[config.mk]
export PLATFORM = sky130hd
export DESIGN_NAME = bkt_ctrl
export DESIGN_NICKNAME = d
export VERILOG_FILES = /design/src/rtl/bkt_pkg.sv /design/src/rtl/bkt_ctrl.sv
export VERILOG_INCLUDE_DIRS = /design/src /design/src/rtl
export SDC_FILE = /design/constraint.sdc
export NUM_CORES = 1
export LEC_CHECK = 0
export ABC_AREA = 1
export BUFFER_PORTS_ARGS = -buffer_cell sky130_fd_sc_hd__buf_2
export CORE_ASPECT_RATIO = 0.9
export CORE_MARGIN = 5
export CORE_UTILIZATION = 55
export DETAILED_ROUTE_END_ITERATION = 12
export GPL_TIMING_DRIVEN = 1
export PLACE_DENSITY = 0.81
export SLEW_MARGIN = 15
export SYNTH_ARGS = -nofsm -noshare
export SYNTH_HDL_FRONTEND = slang
export SYNTH_SLANG_ARGS = --single-unit
[constraint.sdc]
create_clock -name clk -period 1.57 [get_ports clk]
set_input_delay 0.314 -clock clk [delete_from_list [all_inputs] [get_ports clk]]
set_output_delay 0.314 -clock clk [all_outputs]
set_load 0.1 [all_outputs]
[src/rtl/basic_keyword_tokenizer_top_defines.svh]
// Assertion macros used by the tokenizer controller.
`ifndef BASIC_KEYWORD_TOKENIZER_TOP_DEFINES_SVH
`define BASIC_KEYWORD_TOKENIZER_TOP_DEFINES_SVH

// Same-cycle implication, sampled on clk, off during reset.
`define BKT_ASSERT_IMP(lbl, ante, cons, msg) \
  lbl: assert property (@(posedge clk) disable iff (!rst_n) (ante) |-> (cons)) else $error(msg);

// Next-cycle implication, sampled on clk, off during reset.
`define BKT_ASSERT_NXT(lbl, ante, cons, msg) \
  lbl: assert property (@(posedge clk) disable iff (!rst_n) (ante) |=> (cons)) else $error(msg);

`endif

[src/rtl/bkt_pkg.sv]
// ----------------------------------------------------------------------------
// bkt_pkg
// Types, codes and the keyword table of the keyword tokenizer.
// ----------------------------------------------------------------------------
package bkt_pkg;

  localparam int MAX_WORD_DEF = 14;
  localparam int KW_COUNT     = 110;
  localparam int KW_LEN_MAX   = 14;
  localparam int KW_IW        = 7;

  localparam logic [2:0] KIND_EOL   = 3'd0;
  localparam logic [2:0] KIND_OP    = 3'd1;
  localparam logic [2:0] KIND_STR   = 3'd2;
  localparam logic [2:0] KIND_NUM   = 3'd3;
  localparam logic [2:0] KIND_IDENT = 3'd4;
  localparam logic [2:0] KIND_KW    = 3'd5;
  localparam logic [2:0] KIND_EOF   = 3'd6;
  localparam logic [2:0] KIND_EMPTY = 3'd7;

  typedef enum logic [2:0] {
    PH_IDLE   = 3'd0,
    PH_STRING = 3'd1,
    PH_NUMBER = 3'd2,
    PH_WORD   = 3'd3,
    PH_LONG   = 3'd4
  } phase_t;

  typedef enum logic [3:0] {
    OP_NONE, OP_STORE, OP_PUSH, OP_CLOSE, OP_IDLECHAR,
    OP_LOOK, OP_KW, OP_IDS, OP_DUMP, OP_EOF
  } op_t;

  typedef struct packed {
    logic is_end;
    logic quote;
    logic digit;
    logic dot;
    logic wordch;
  } cls_t;

  typedef struct packed {
    phase_t phase;
    cls_t   live;
    logic   full;
    logic   hit;
    logic   kw_last;
    logic   pos_last;
    logic   out_free;
  } status_t;

  typedef struct packed {
    logic load;
    op_t  op;
    logic go;
  } cmd_t;

  typedef struct packed {
    logic [8*KW_LEN_MAX-1:0] text;
    logic [3:0]              len;
    logic [7:0]              code;
  } kw_ent_t;

  function automatic logic [7:0] up8(logic [7:0] c);
    if (c >= "a" && c <= "z") return c - 8'd32;
    return c;
  endfunction

  function automatic logic is_digit(logic [7:0] c);
    return c >= "0" && c <= "9";
  endfunction

  function automatic logic is_alpha(logic [7:0] c);
    return (c >= "A" && c <= "Z") || (c >= "a" && c <= "z");
  endfunction

  function automatic logic is_space(logic [7:0] c);
    return c == " " || (c >= 8'd9 && c <= 8'd13);
  endfunction

  // Text is right aligned: the last character sits in the low byte.
  function automatic kw_ent_t kw_make(logic [8*KW_LEN_MAX-1:0] t, logic [7:0] c);
    kw_ent_t e;
    e.text = t;
    e.code = c;
    e.len  = 4'd0;
    for (int k = 0; k < KW_LEN_MAX; k++) begin
      if (t[k*8 +: 8] != 8'd0) e.len = 4'(k + 1);
    end
    return e;
  endfunction

  function automatic kw_ent_t kw_at(logic [KW_IW-1:0] i);
    case (i)
      7'd0:   return kw_make("END", 8'h80);
      7'd1:   return kw_make("FOR", 8'h81);
      7'd2:   return kw_make("NEXT", 8'h82);
      7'd3:   return kw_make("DATA", 8'h83);
      7'd4:   return kw_make("INPUT", 8'h84);
      7'd5:   return kw_make("DIM", 8'h85);
      7'd6:   return kw_make("READ", 8'h86);
      7'd7:   return kw_make("LET", 8'h87);
      7'd8:   return kw_make("GOTO", 8'h88);
      7'd9:   return kw_make("RUN", 8'h89);
      7'd10:  return kw_make("IF", 8'h8A);
      7'd11:  return kw_make("RESTORE", 8'h8B);
      7'd12:  return kw_make("GOSUB", 8'h8C);
      7'd13:  return kw_make("RETURN", 8'h8D);
      7'd14:  return kw_make("REM", 8'h8E);
      7'd15:  return kw_make("STOP", 8'h8F);
      7'd16:  return kw_make("ON", 8'h90);
      7'd17:  return kw_make("WAIT", 8'h91);
      7'd18:  return kw_make("LOAD", 8'h92);
      7'd19:  return kw_make("SAVE", 8'h93);
      7'd20:  return kw_make("VERIFY", 8'h94);
      7'd21:  return kw_make("DEF", 8'h95);
      7'd22:  return kw_make("POKE", 8'h96);
      7'd23:  return kw_make("PRINT", 8'h99);
      7'd24:  return kw_make("CONT", 8'h9A);
      7'd25:  return kw_make("LIST", 8'h9B);
      7'd26:  return kw_make("CLR", 8'h9C);
      7'd27:  return kw_make("CMD", 8'h9D);
      7'd28:  return kw_make("SYS", 8'h9E);
      7'd29:  return kw_make("OPEN", 8'h9F);
      7'd30:  return kw_make("CLOSE", 8'hA0);
      7'd31:  return kw_make("NEW", 8'hA1);
      7'd32:  return kw_make("APPEND", 8'hA2);
      7'd33:  return kw_make("DLOAD", 8'hA3);
      7'd34:  return kw_make("GET", 8'hA4);
      7'd35:  return kw_make("GETKEY", 8'hA5);
      7'd36:  return kw_make("BANK", 8'hA6);
      7'd37:  return kw_make("BSAVE", 8'hA7);
      7'd38:  return kw_make("BLOAD", 8'hA8);
      7'd39:  return kw_make("RECORD", 8'hA9);
      7'd40:  return kw_make("CONCAT", 8'hAA);
      7'd41:  return kw_make("DVERIFY", 8'hAB);
      7'd42:  return kw_make("DCLEAR", 8'hAC);
      7'd43:  return kw_make("PALETTE", 8'hAD);
      7'd44:  return kw_make("BVERIFY", 8'hAE);
      7'd45:  return kw_make("DPATCH", 8'hAF);
      7'd46:  return kw_make("FETCH", 8'hB0);
      7'd47:  return kw_make("FIRST", 8'hB1);
      7'd48:  return kw_make("CARTRIDGE", 8'hB2);
      7'd49:  return kw_make("ROLLOVER", 8'hB3);
      7'd50:  return kw_make("RESET", 8'hB4);
      7'd51:  return kw_make("FLUSHBUFFER", 8'hB5);
      7'd52:  return kw_make("KEYBOARDCODING", 8'hB6);
      7'd53:  return kw_make("ELSE", 8'hB7);
      7'd54:  return kw_make("QUIT", 8'hB8);
      7'd55:  return kw_make("MID", 8'hC6);
      7'd56:  return kw_make("LEN", 8'hC7);
      7'd57:  return kw_make("STR", 8'hC8);
      7'd58:  return kw_make("VAL", 8'hC9);
      7'd59:  return kw_make("ASC", 8'hCA);
      7'd60:  return kw_make("CHR", 8'hCB);
      7'd61:  return kw_make("PEEK", 8'hCC);
      7'd62:  return kw_make("ABS", 8'hCD);
      7'd63:  return kw_make("INT", 8'hCE);
      7'd64:  return kw_make("SQR", 8'hCF);
      7'd65:  return kw_make("RND", 8'hD0);
      7'd66:  return kw_make("SIN", 8'hD1);
      7'd67:  return kw_make("COS", 8'hD2);
      7'd68:  return kw_make("TAN", 8'hD3);
      7'd69:  return kw_make("ATN", 8'hD4);
      7'd70:  return kw_make("EXP", 8'hD5);
      7'd71:  return kw_make("LOG", 8'hD6);
      7'd72:  return kw_make("SGN", 8'hD7);
      7'd73:  return kw_make("TAB", 8'hD8);
      7'd74:  return kw_make("THEN", 8'hD9);
      7'd75:  return kw_make("TO", 8'hDA);
      7'd76:  return kw_make("AND", 8'hDB);
      7'd77:  return kw_make("OR", 8'hDC);
      7'd78:  return kw_make("NOT", 8'hDD);
      7'd79:  return kw_make("STEP", 8'hDE);
      7'd80:  return kw_make("UNTIL", 8'hDF);
      7'd81:  return kw_make("WHILE", 8'hE0);
      7'd82:  return kw_make("REPEAT", 8'hE1);
      7'd83:  return kw_make("DO", 8'hE2);
      7'd84:  return kw_make("LOOP", 8'hE3);
      7'd85:  return kw_make("EXIT", 8'hE4);
      7'd86:  return kw_make("CALL", 8'hE5);
      7'd87:  return kw_make("TYPE", 8'hE6);
      7'd88:  return kw_make("MOD", 8'hE7);
      7'd89:  return kw_make("EXOR", 8'hE8);
      7'd90:  return kw_make("BAND", 8'hE9);
      7'd91:  return kw_make("BOR", 8'hEA);
      7'd92:  return kw_make("LSHIFT", 8'hEB);
      7'd93:  return kw_make("RSHIFT", 8'hEC);
      7'd94:  return kw_make("FRACT", 8'hED);
      7'd95:  return kw_make("PDUMP", 8'hEE);
      7'd96:  return kw_make("PLOAD", 8'hEF);
      7'd97:  return kw_make("PSAVE", 8'hF0);
      7'd98:  return kw_make("PTEST", 8'hF1);
      7'd99:  return kw_make("MULTI", 8'hF2);
      7'd100: return kw_make("MONITOR", 8'hF3);
      7'd101: return kw_make("UNTIL2", 8'hF4);
      7'd102: return kw_make("HEX", 8'hF5);
      7'd103: return kw_make("DOKE", 8'hF6);
      7'd104: return kw_make("DPEEK", 8'hF7);
      7'd105: return kw_make("FORMAT", 8'hF8);
      7'd106: return kw_make("CIRCLE", 8'hF9);
      7'd107: return kw_make("RECT", 8'hFA);
      7'd108: return kw_make("SPRDEF", 8'hFB);
      default: return kw_make('0, 8'h00);
    endcase
  endfunction

endpackage

[src/rtl/bkt_ctrl.sv]
// ----------------------------------------------------------------------------
// bkt_ctrl
// Tokenizer controller: picks the step sequence for each accepted word.
// ----------------------------------------------------------------------------
`include "basic_keyword_tokenizer_top_defines.svh"

module bkt_ctrl import bkt_pkg::*; (
  input  logic    clk,
  input  logic    rst_n,
  input  logic    in_valid,
  output logic    in_ready,
  input  status_t st,
  output cmd_t    cmd
);

  typedef enum logic [9:0] {
    S_IDLE  = 10'b0000000001,
    S_STORE = 10'b0000000010,
    S_PUSH  = 10'b0000000100,
    S_CLOSE = 10'b0000001000,
    S_ICHAR = 10'b0000010000,
    S_LOOK  = 10'b0000100000,
    S_KW    = 10'b0001000000,
    S_IDS   = 10'b0010000000,
    S_DUMP  = 10'b0100000000,
    S_EOF   = 10'b1000000000
  } state_t;

  typedef enum logic [1:0] {AF_DONE, AF_ICHAR, AF_EOF} after_t;

  state_t state_r, state_nxt, tail;
  after_t after_r, after_nxt;
  logic   accept;

  assign in_ready = (state_r == S_IDLE);
  assign accept = in_valid && in_ready;

  always_comb begin
    case (after_r)
      AF_ICHAR: tail = S_ICHAR;
      AF_EOF:   tail = S_EOF;
      default:  tail = S_IDLE;
    endcase
  end

  always_comb begin
    state_nxt = state_r;
    after_nxt = after_r;
    cmd.load = accept;
    cmd.op = OP_NONE;
    cmd.go = st.out_free;
    case (state_r)
      S_IDLE: begin
        cmd.go = 1'b1;
        if (accept) begin
          after_nxt = AF_DONE;
          if (st.live.is_end) begin
            after_nxt = AF_EOF;
            case (st.phase)
              PH_WORD: state_nxt = S_LOOK;
              PH_IDLE: state_nxt = S_EOF;
              default: state_nxt = S_CLOSE;
            endcase
          end else begin
            case (st.phase)
              PH_STRING: state_nxt = st.live.quote ? S_CLOSE : S_PUSH;
              PH_NUMBER: begin
                if (st.live.digit || st.live.dot) state_nxt = S_PUSH;
                else begin
                  state_nxt = S_CLOSE; after_nxt = AF_ICHAR;
                end
              end
              PH_WORD: begin
                if (st.live.wordch) state_nxt = st.full ? S_DUMP : S_STORE;
                else begin
                  state_nxt = S_LOOK; after_nxt = AF_ICHAR;
                end
              end
              PH_LONG: begin
                if (st.live.wordch) state_nxt = S_PUSH;
                else begin
                  state_nxt = S_CLOSE; after_nxt = AF_ICHAR;
                end
              end
              default: state_nxt = S_ICHAR;
            endcase
          end
        end
      end
      S_STORE: begin
        cmd.op = OP_STORE; cmd.go = 1'b1; state_nxt = S_IDLE;
      end
      S_PUSH: begin
        cmd.op = OP_PUSH;
        if (st.out_free) state_nxt = S_IDLE;
      end
      S_CLOSE: begin
        cmd.op = OP_CLOSE;
        if (st.out_free) state_nxt = tail;
      end
      S_ICHAR: begin
        cmd.op = OP_IDLECHAR;
        if (st.out_free) state_nxt = S_IDLE;
      end
      S_LOOK: begin
        cmd.op = OP_LOOK; cmd.go = 1'b1;
        if (st.hit) state_nxt = S_KW;
        else if (st.kw_last) state_nxt = S_IDS;
      end
      S_KW: begin
        cmd.op = OP_KW;
        if (st.out_free) state_nxt = tail;
      end
      S_IDS: begin
        cmd.op = OP_IDS;
        if (st.out_free && st.pos_last) state_nxt = tail;
      end
      S_DUMP: begin
        cmd.op = OP_DUMP;
        if (st.out_free && st.pos_last) state_nxt = S_IDLE;
      end
      S_EOF: begin
        cmd.op = OP_EOF;
        if (st.out_free) state_nxt = S_IDLE;
      end
      default: state_nxt = S_IDLE;
    endcase
  end

  always_ff @(posedge clk) begin
    if (!rst_n) begin
      state_r <= S_IDLE;
      after_r <= AF_DONE;
    end else begin
      state_r <= state_nxt;
      after_r <= after_nxt;
    end
  end

  `BKT_ASSERT_NXT(a_busy_after_accept, accept, !in_ready, "ready held after accept")
  `BKT_ASSERT_NXT(a_hit_to_kw, (state_r == S_LOOK) && st.hit, state_r == S_KW, "hit lost")
  `BKT_ASSERT_IMP(a_emit_needs_room, cmd.go && (state_r == S_KW || state_r == S_IDS ||
    state_r == S_EOF || state_r == S_DUMP), st.out_free, "emit without room")
  `BKT_ASSERT_NXT(a_eof_to_idle, (state_r == S_EOF) && st.out_free, in_ready,
    "no return after end")

endmodule

After elaboration in Yosys (flattened, before gate mapping):

Cells that the tools add are included.

* flip-flop bits (word level): 12
* output and inout port bits: 7
* word-level logic and storage cells: 57

* eq/ne operators: 22
* multiplexer cells: 23
* reductions and logical operators: 10

Operators with widths (number)
* 2-to-1 mux 10 bit: 8
* case mux 10 bit (6 select lines): 1
* case mux 10 bit (2 select lines): 2
* case mux 10 bit (4 select lines): 1
* case mux 4 bit (9 select lines): 1
* 2-to-1 mux 9 bit: 2
* 2-to-1 mux 4 bit: 3
* equality test 10 x 1 -> 1 bit (second input constant): 1
* equality test 10 bit (second input constant): 1
* equality test 10 x 2 -> 1 bit (second input constant): 1
* equality test 10 x 3 -> 1 bit (second input constant): 1
* equality test 10 x 4 -> 1 bit (second input constant): 1
* equality test 10 x 5 -> 1 bit (second input constant): 1
* equality test 10 x 6 -> 1 bit (second input constant): 1
* equality test 10 x 7 -> 1 bit (second input constant): 1
* equality test 10 x 8 -> 1 bit (second input constant): 1
* equality test 10 x 9 -> 1 bit (second input constant): 1
* equality test 3 x 2 -> 1 bit (second input constant): 2
* != test 2 x 1 -> 1 bit (second input constant): 3
* AND reduction 6 bit: 1
* OR reduction 3 bit: 2
* != test 2 bit (second input constant): 2
* OR reduction 2 bit: 2
* equality test 3 x 1 -> 1 bit (second input constant): 1
* other kinds (11): 14

Longest topological paths before layout:

* depth after elaboration: 6
* depth in mapped cells: 12
* mapped depth without buffers: 11

Least setup slack after synthesis:

OpenSTA, ideal clock, no wires.

* path kind: register -> output
* start: reg state_r[2]
* end: out cmd[1] in the netlist's numbering
* arrival time: 1.869 ns
* data required time: 1.256 ns
* setup slack: -0.613 ns
* stages on the path, launching flop included: 7
* path buffers: 0
* cells stage by stage: dfxtp_1 nor2_4 nand2_8 inv_2 nand4_1 a21boi_0 nand4_1

RTL lines
* start, declared: RTL line bkt_ctrl.sv:31 `state_t state_r, state_nxt, tail;`
* start signal, assigned: RTL line bkt_ctrl.sv:135 `state_r <= state_nxt;`
* end, declared: RTL line bkt_ctrl.sv:13 `output cmd_t cmd`

==> flow_summary.json <==
{
  "status": "finished with violations",
  "failed_checks": "negative setup slack",
  "wirelength_um": 4460,
  "reg2regPathDepth": 12,
  "cts-htree-levels": 1,
  "wl_per_cell_um": 16.5,
  "cp_cell_sequence": "nor2_4 > nand2_4 > nor2_4 > nand4_1 > nand4_1 > buf_12",
  "min_from": "st[4]",
  "final_util": 0.831,
  "vias": 1582,
  "max_freq_ghz": 0.519,
  "cp.required_ns": 1.26,
  "clockRootBuffer": "clkbuf_4",
  "slew_headroom": 0.638,
  "slew_viol_final": 0,
  "grt_first_pass_wirelength_um": 5820,
  "setup_ws_ns": -0.356,
  "antennaDiodeCount": 0,
  "core_area_um2": 2140,
  "drt_iter0_drc": 90,
  "startpoint_type": "flop",
  "grt_usage": 0.237,
  "min_to": "state_r[1]",
  "setup_viol": 17,
  "tritoncts": "done",
  "ys_warn_count": 0,
  "hp-class": "in -> reg",
  "grt_antenna_before_repair": 0,
  "finClkSkew_ns": 0.00264,
  "drive_above_1_share": 0.449,
  "fp-row-count": 16,
  "clockBufferDepth": 2,
  "hold_viol": 0,
  "worstReg2RegStart": "state_r[2]",
  "numPortBuffers": 22,
  "synth.net_count": 218,
  "tightest_slew_ns": 0.538,
  "crit_path_end_kind": "primary output",
  "post-route-period-util": 1.23,
  "maxCapViolations": 0,
  "route.detailed.drc": 0,
  "area_delta_synth_final_pct": 47.0,
  "grt_pass1_vias": 1382,
  "multiInputGateArea_um2": 956,
  "hold_path_depth": 4,
  "final_nets": 263,
  "synth_area_um2": 1210,
  "syn_avg_cell_area_um2": 6.06,
  "max_stage_delay_ns": 0.35,
  "yosysSeqAreaShare": 0.198,
  "initial_core_util": 0.565,
  "first_pass_iters": 4,
  "synth_cells": 200,
  "arrival_ns": 1.61,
  "numCtsBuffers": 3,
  "gp_congestion": 0.878,
  "min_period_ns": 1.93,
  "path_class": "reg -> out",
  "slowest_stage": "dfxtp_2",
  "viasPerCell": 5.86,
  "ios": 23,
  "yosysUniqueCellTypes": 26,
  "grt-ovfl-total": 0,
  "die_w_um": 59.5,
  "seq_area_um2": 253,
  "grt_setup_unrepaired": "yes",
  "reg2reg_slack_ns": -0.16,
  "postCtsHoldBufs": 0,
  "clkSlewWorstSetupHoldPaths_ns": 0.07,
  "clock_sinks": 12,
  "dpl.hpwl_um": 2600,
  "clk_latency_ns": 0.27,
  "grt_max_degree": 13,
  "critPathMaxFanout": 5,
  "r2r-end": "state_r[7]",
  "n_fill_cell": 117,
  "synth-seq-cells": 12,
  "die-area_um2": 3240,
  "drtAntennaViolNets": 0,
  "die_h_um": 54.5
}
==> what timing repair did <==
item | in CTS | in global routing
cloned | 0 | 1
pin swaps | 10 | 10
resized for setup | 15 | 24
setup buffers | 6 | 5
setup endpoints to repair | 9 | 19
==> how the worst max path moves through the flow <==
stage / from / end / slack, ns / cells past startpoint
2_1_floorplan: state_r[1] / cmd[1] / -0.50 / 6
3_3_place_gp: state_r[2] / cmd[1] / 0.02 / 7
3_5_place_dp: state_r[2] / cmd[1] / -0.05 / 7
4_1_cts: state_r[3] / cmd[1] / -0.32 / 7
5_1_grt: state_r[7] / cmd[0] / -0.40 / 6
6_report: state_r[7] / cmd[0] / -0.36 / 6
==> worst max-delay path: cells and delay by family, from the launching register on <==
| family | cells | cell delay, ns |
|---|---|---|
| buffers and inverters | 1 | 0.20 |
| and+or+nand+nor | 5 | 0.78 |
| DFF | 1 | 0.35 |
==> stage by stage <==
stage | setup slack (ns) | cell area [um^2] | std cells | hold WS (ns) | TNS (ns)
2_1_floorplan | -0.500 | 1230 | 200 | 0.446 | -1.30
4_1_cts | -0.324 | 1650 | 264 | 0.306 | -1.71
3_3_place_gp | 0.0189 | 1530 | 255 | 0.473 | 0
3_5_place_dp | -0.0532 | 1530 | 255 | 0.492 | -0.108
5_1_grt | -0.401 | 1780 | 270 | 0.345 | -4.06
6_report | -0.356 | 1780 | 270 | 0.323 | -3.01
==> final cells by class <==
cell class,instances,area share
Timing Repair Buffer,42,0.214
Clock buffer,3,0.0126
Inverter,33,0.0752
Tap cell,27,0.0190
Sequential cell,12,0.142
Multi-Input combinational cell,153,0.537
==> registers in the layout (all words and copies together) (netlist names) <==
signal   flops
state_r     10
after_r      2
==> cell usage after synthesis <==
| cell | count | area share |
|---|---|---|
| nand2_1 | 51 | 0.16 |
| nor2_1 | 37 | 0.11 |
| inv_1 | 30 | 0.093 |
| nand3_1 | 15 | 0.062 |
| dfxtp_1 | 12 | 0.20 |
| nand4_1 | 8 | 0.041 |
| nor2_4 | 6 | 0.056 |
| a21oi_1 | 5 | 0.021 |
| nor2_2 | 5 | 0.026 |
| nand2_2 | 4 | 0.021 |
| o21ai_0 | 4 | 0.017 |
| nand3_2 | 3 | 0.025 |
| a211oi_1 | 2 | 0.012 |
| ha_1 | 2 | 0.021 |
| inv_2 | 2 | 0.0062 |
| nand2_4 | 2 | 0.019 |
| nor2_8 | 2 | 0.033 |
| nor3_1 | 2 | 0.0083 |
| a21boi_0 | 1 | 0.0062 |
| buf_2 | 1 | 0.0041 |
| buf_4 | 1 | 0.0062 |
| buf_8 | 1 | 0.012 |
| inv_4 | 1 | 0.0052 |
| nand2_8 | 1 | 0.017 |
| nand3_4 | 1 | 0.014 |
| o21ai_1 | 1 | 0.0041 |
==> cell usage in the layout (no fill, tap or decap), drive strengths merged <==
| cell type | n |
|---|---|
| a211oi | 2 |
| o21ai | 5 |
| nand4 | 8 |
| nand3 | 20 |
| inv | 32 |
| ha | 2 |
| a21boi | 1 |
| nor2 | 50 |
| dfxtp | 12 |
| buf | 42 |
| clkinv | 1 |
| nand2 | 58 |
| nor3 | 2 |
| clkbuf | 3 |
| a21oi | 5 |
==> kinds of logic (layout without fill, tap and decap cells) <==
group	after synthesis	after routing	synth area share
AND/OR/NAND/NOR	137	138	0.594
flip-flops	12	12	0.198
buffers and inverters	36	78	0.127
adder cells (fa/ha/maj)	2	2	0.0207
AO/OA/AOI/OAI	13	13	0.0599
==> routing by layer <==
metal | GRT usage | wire length [um]
met1 | 0.275 | 1610
met2 | 0.415 | 2120
met3 | 0.0425 | 427
met4 | 0.128 | 301
met5 | 0 | 0
Power is left out: the tool's default activity adds up to more than one toggle a clock period on the data nets, which glitch-free logic cannot reach.
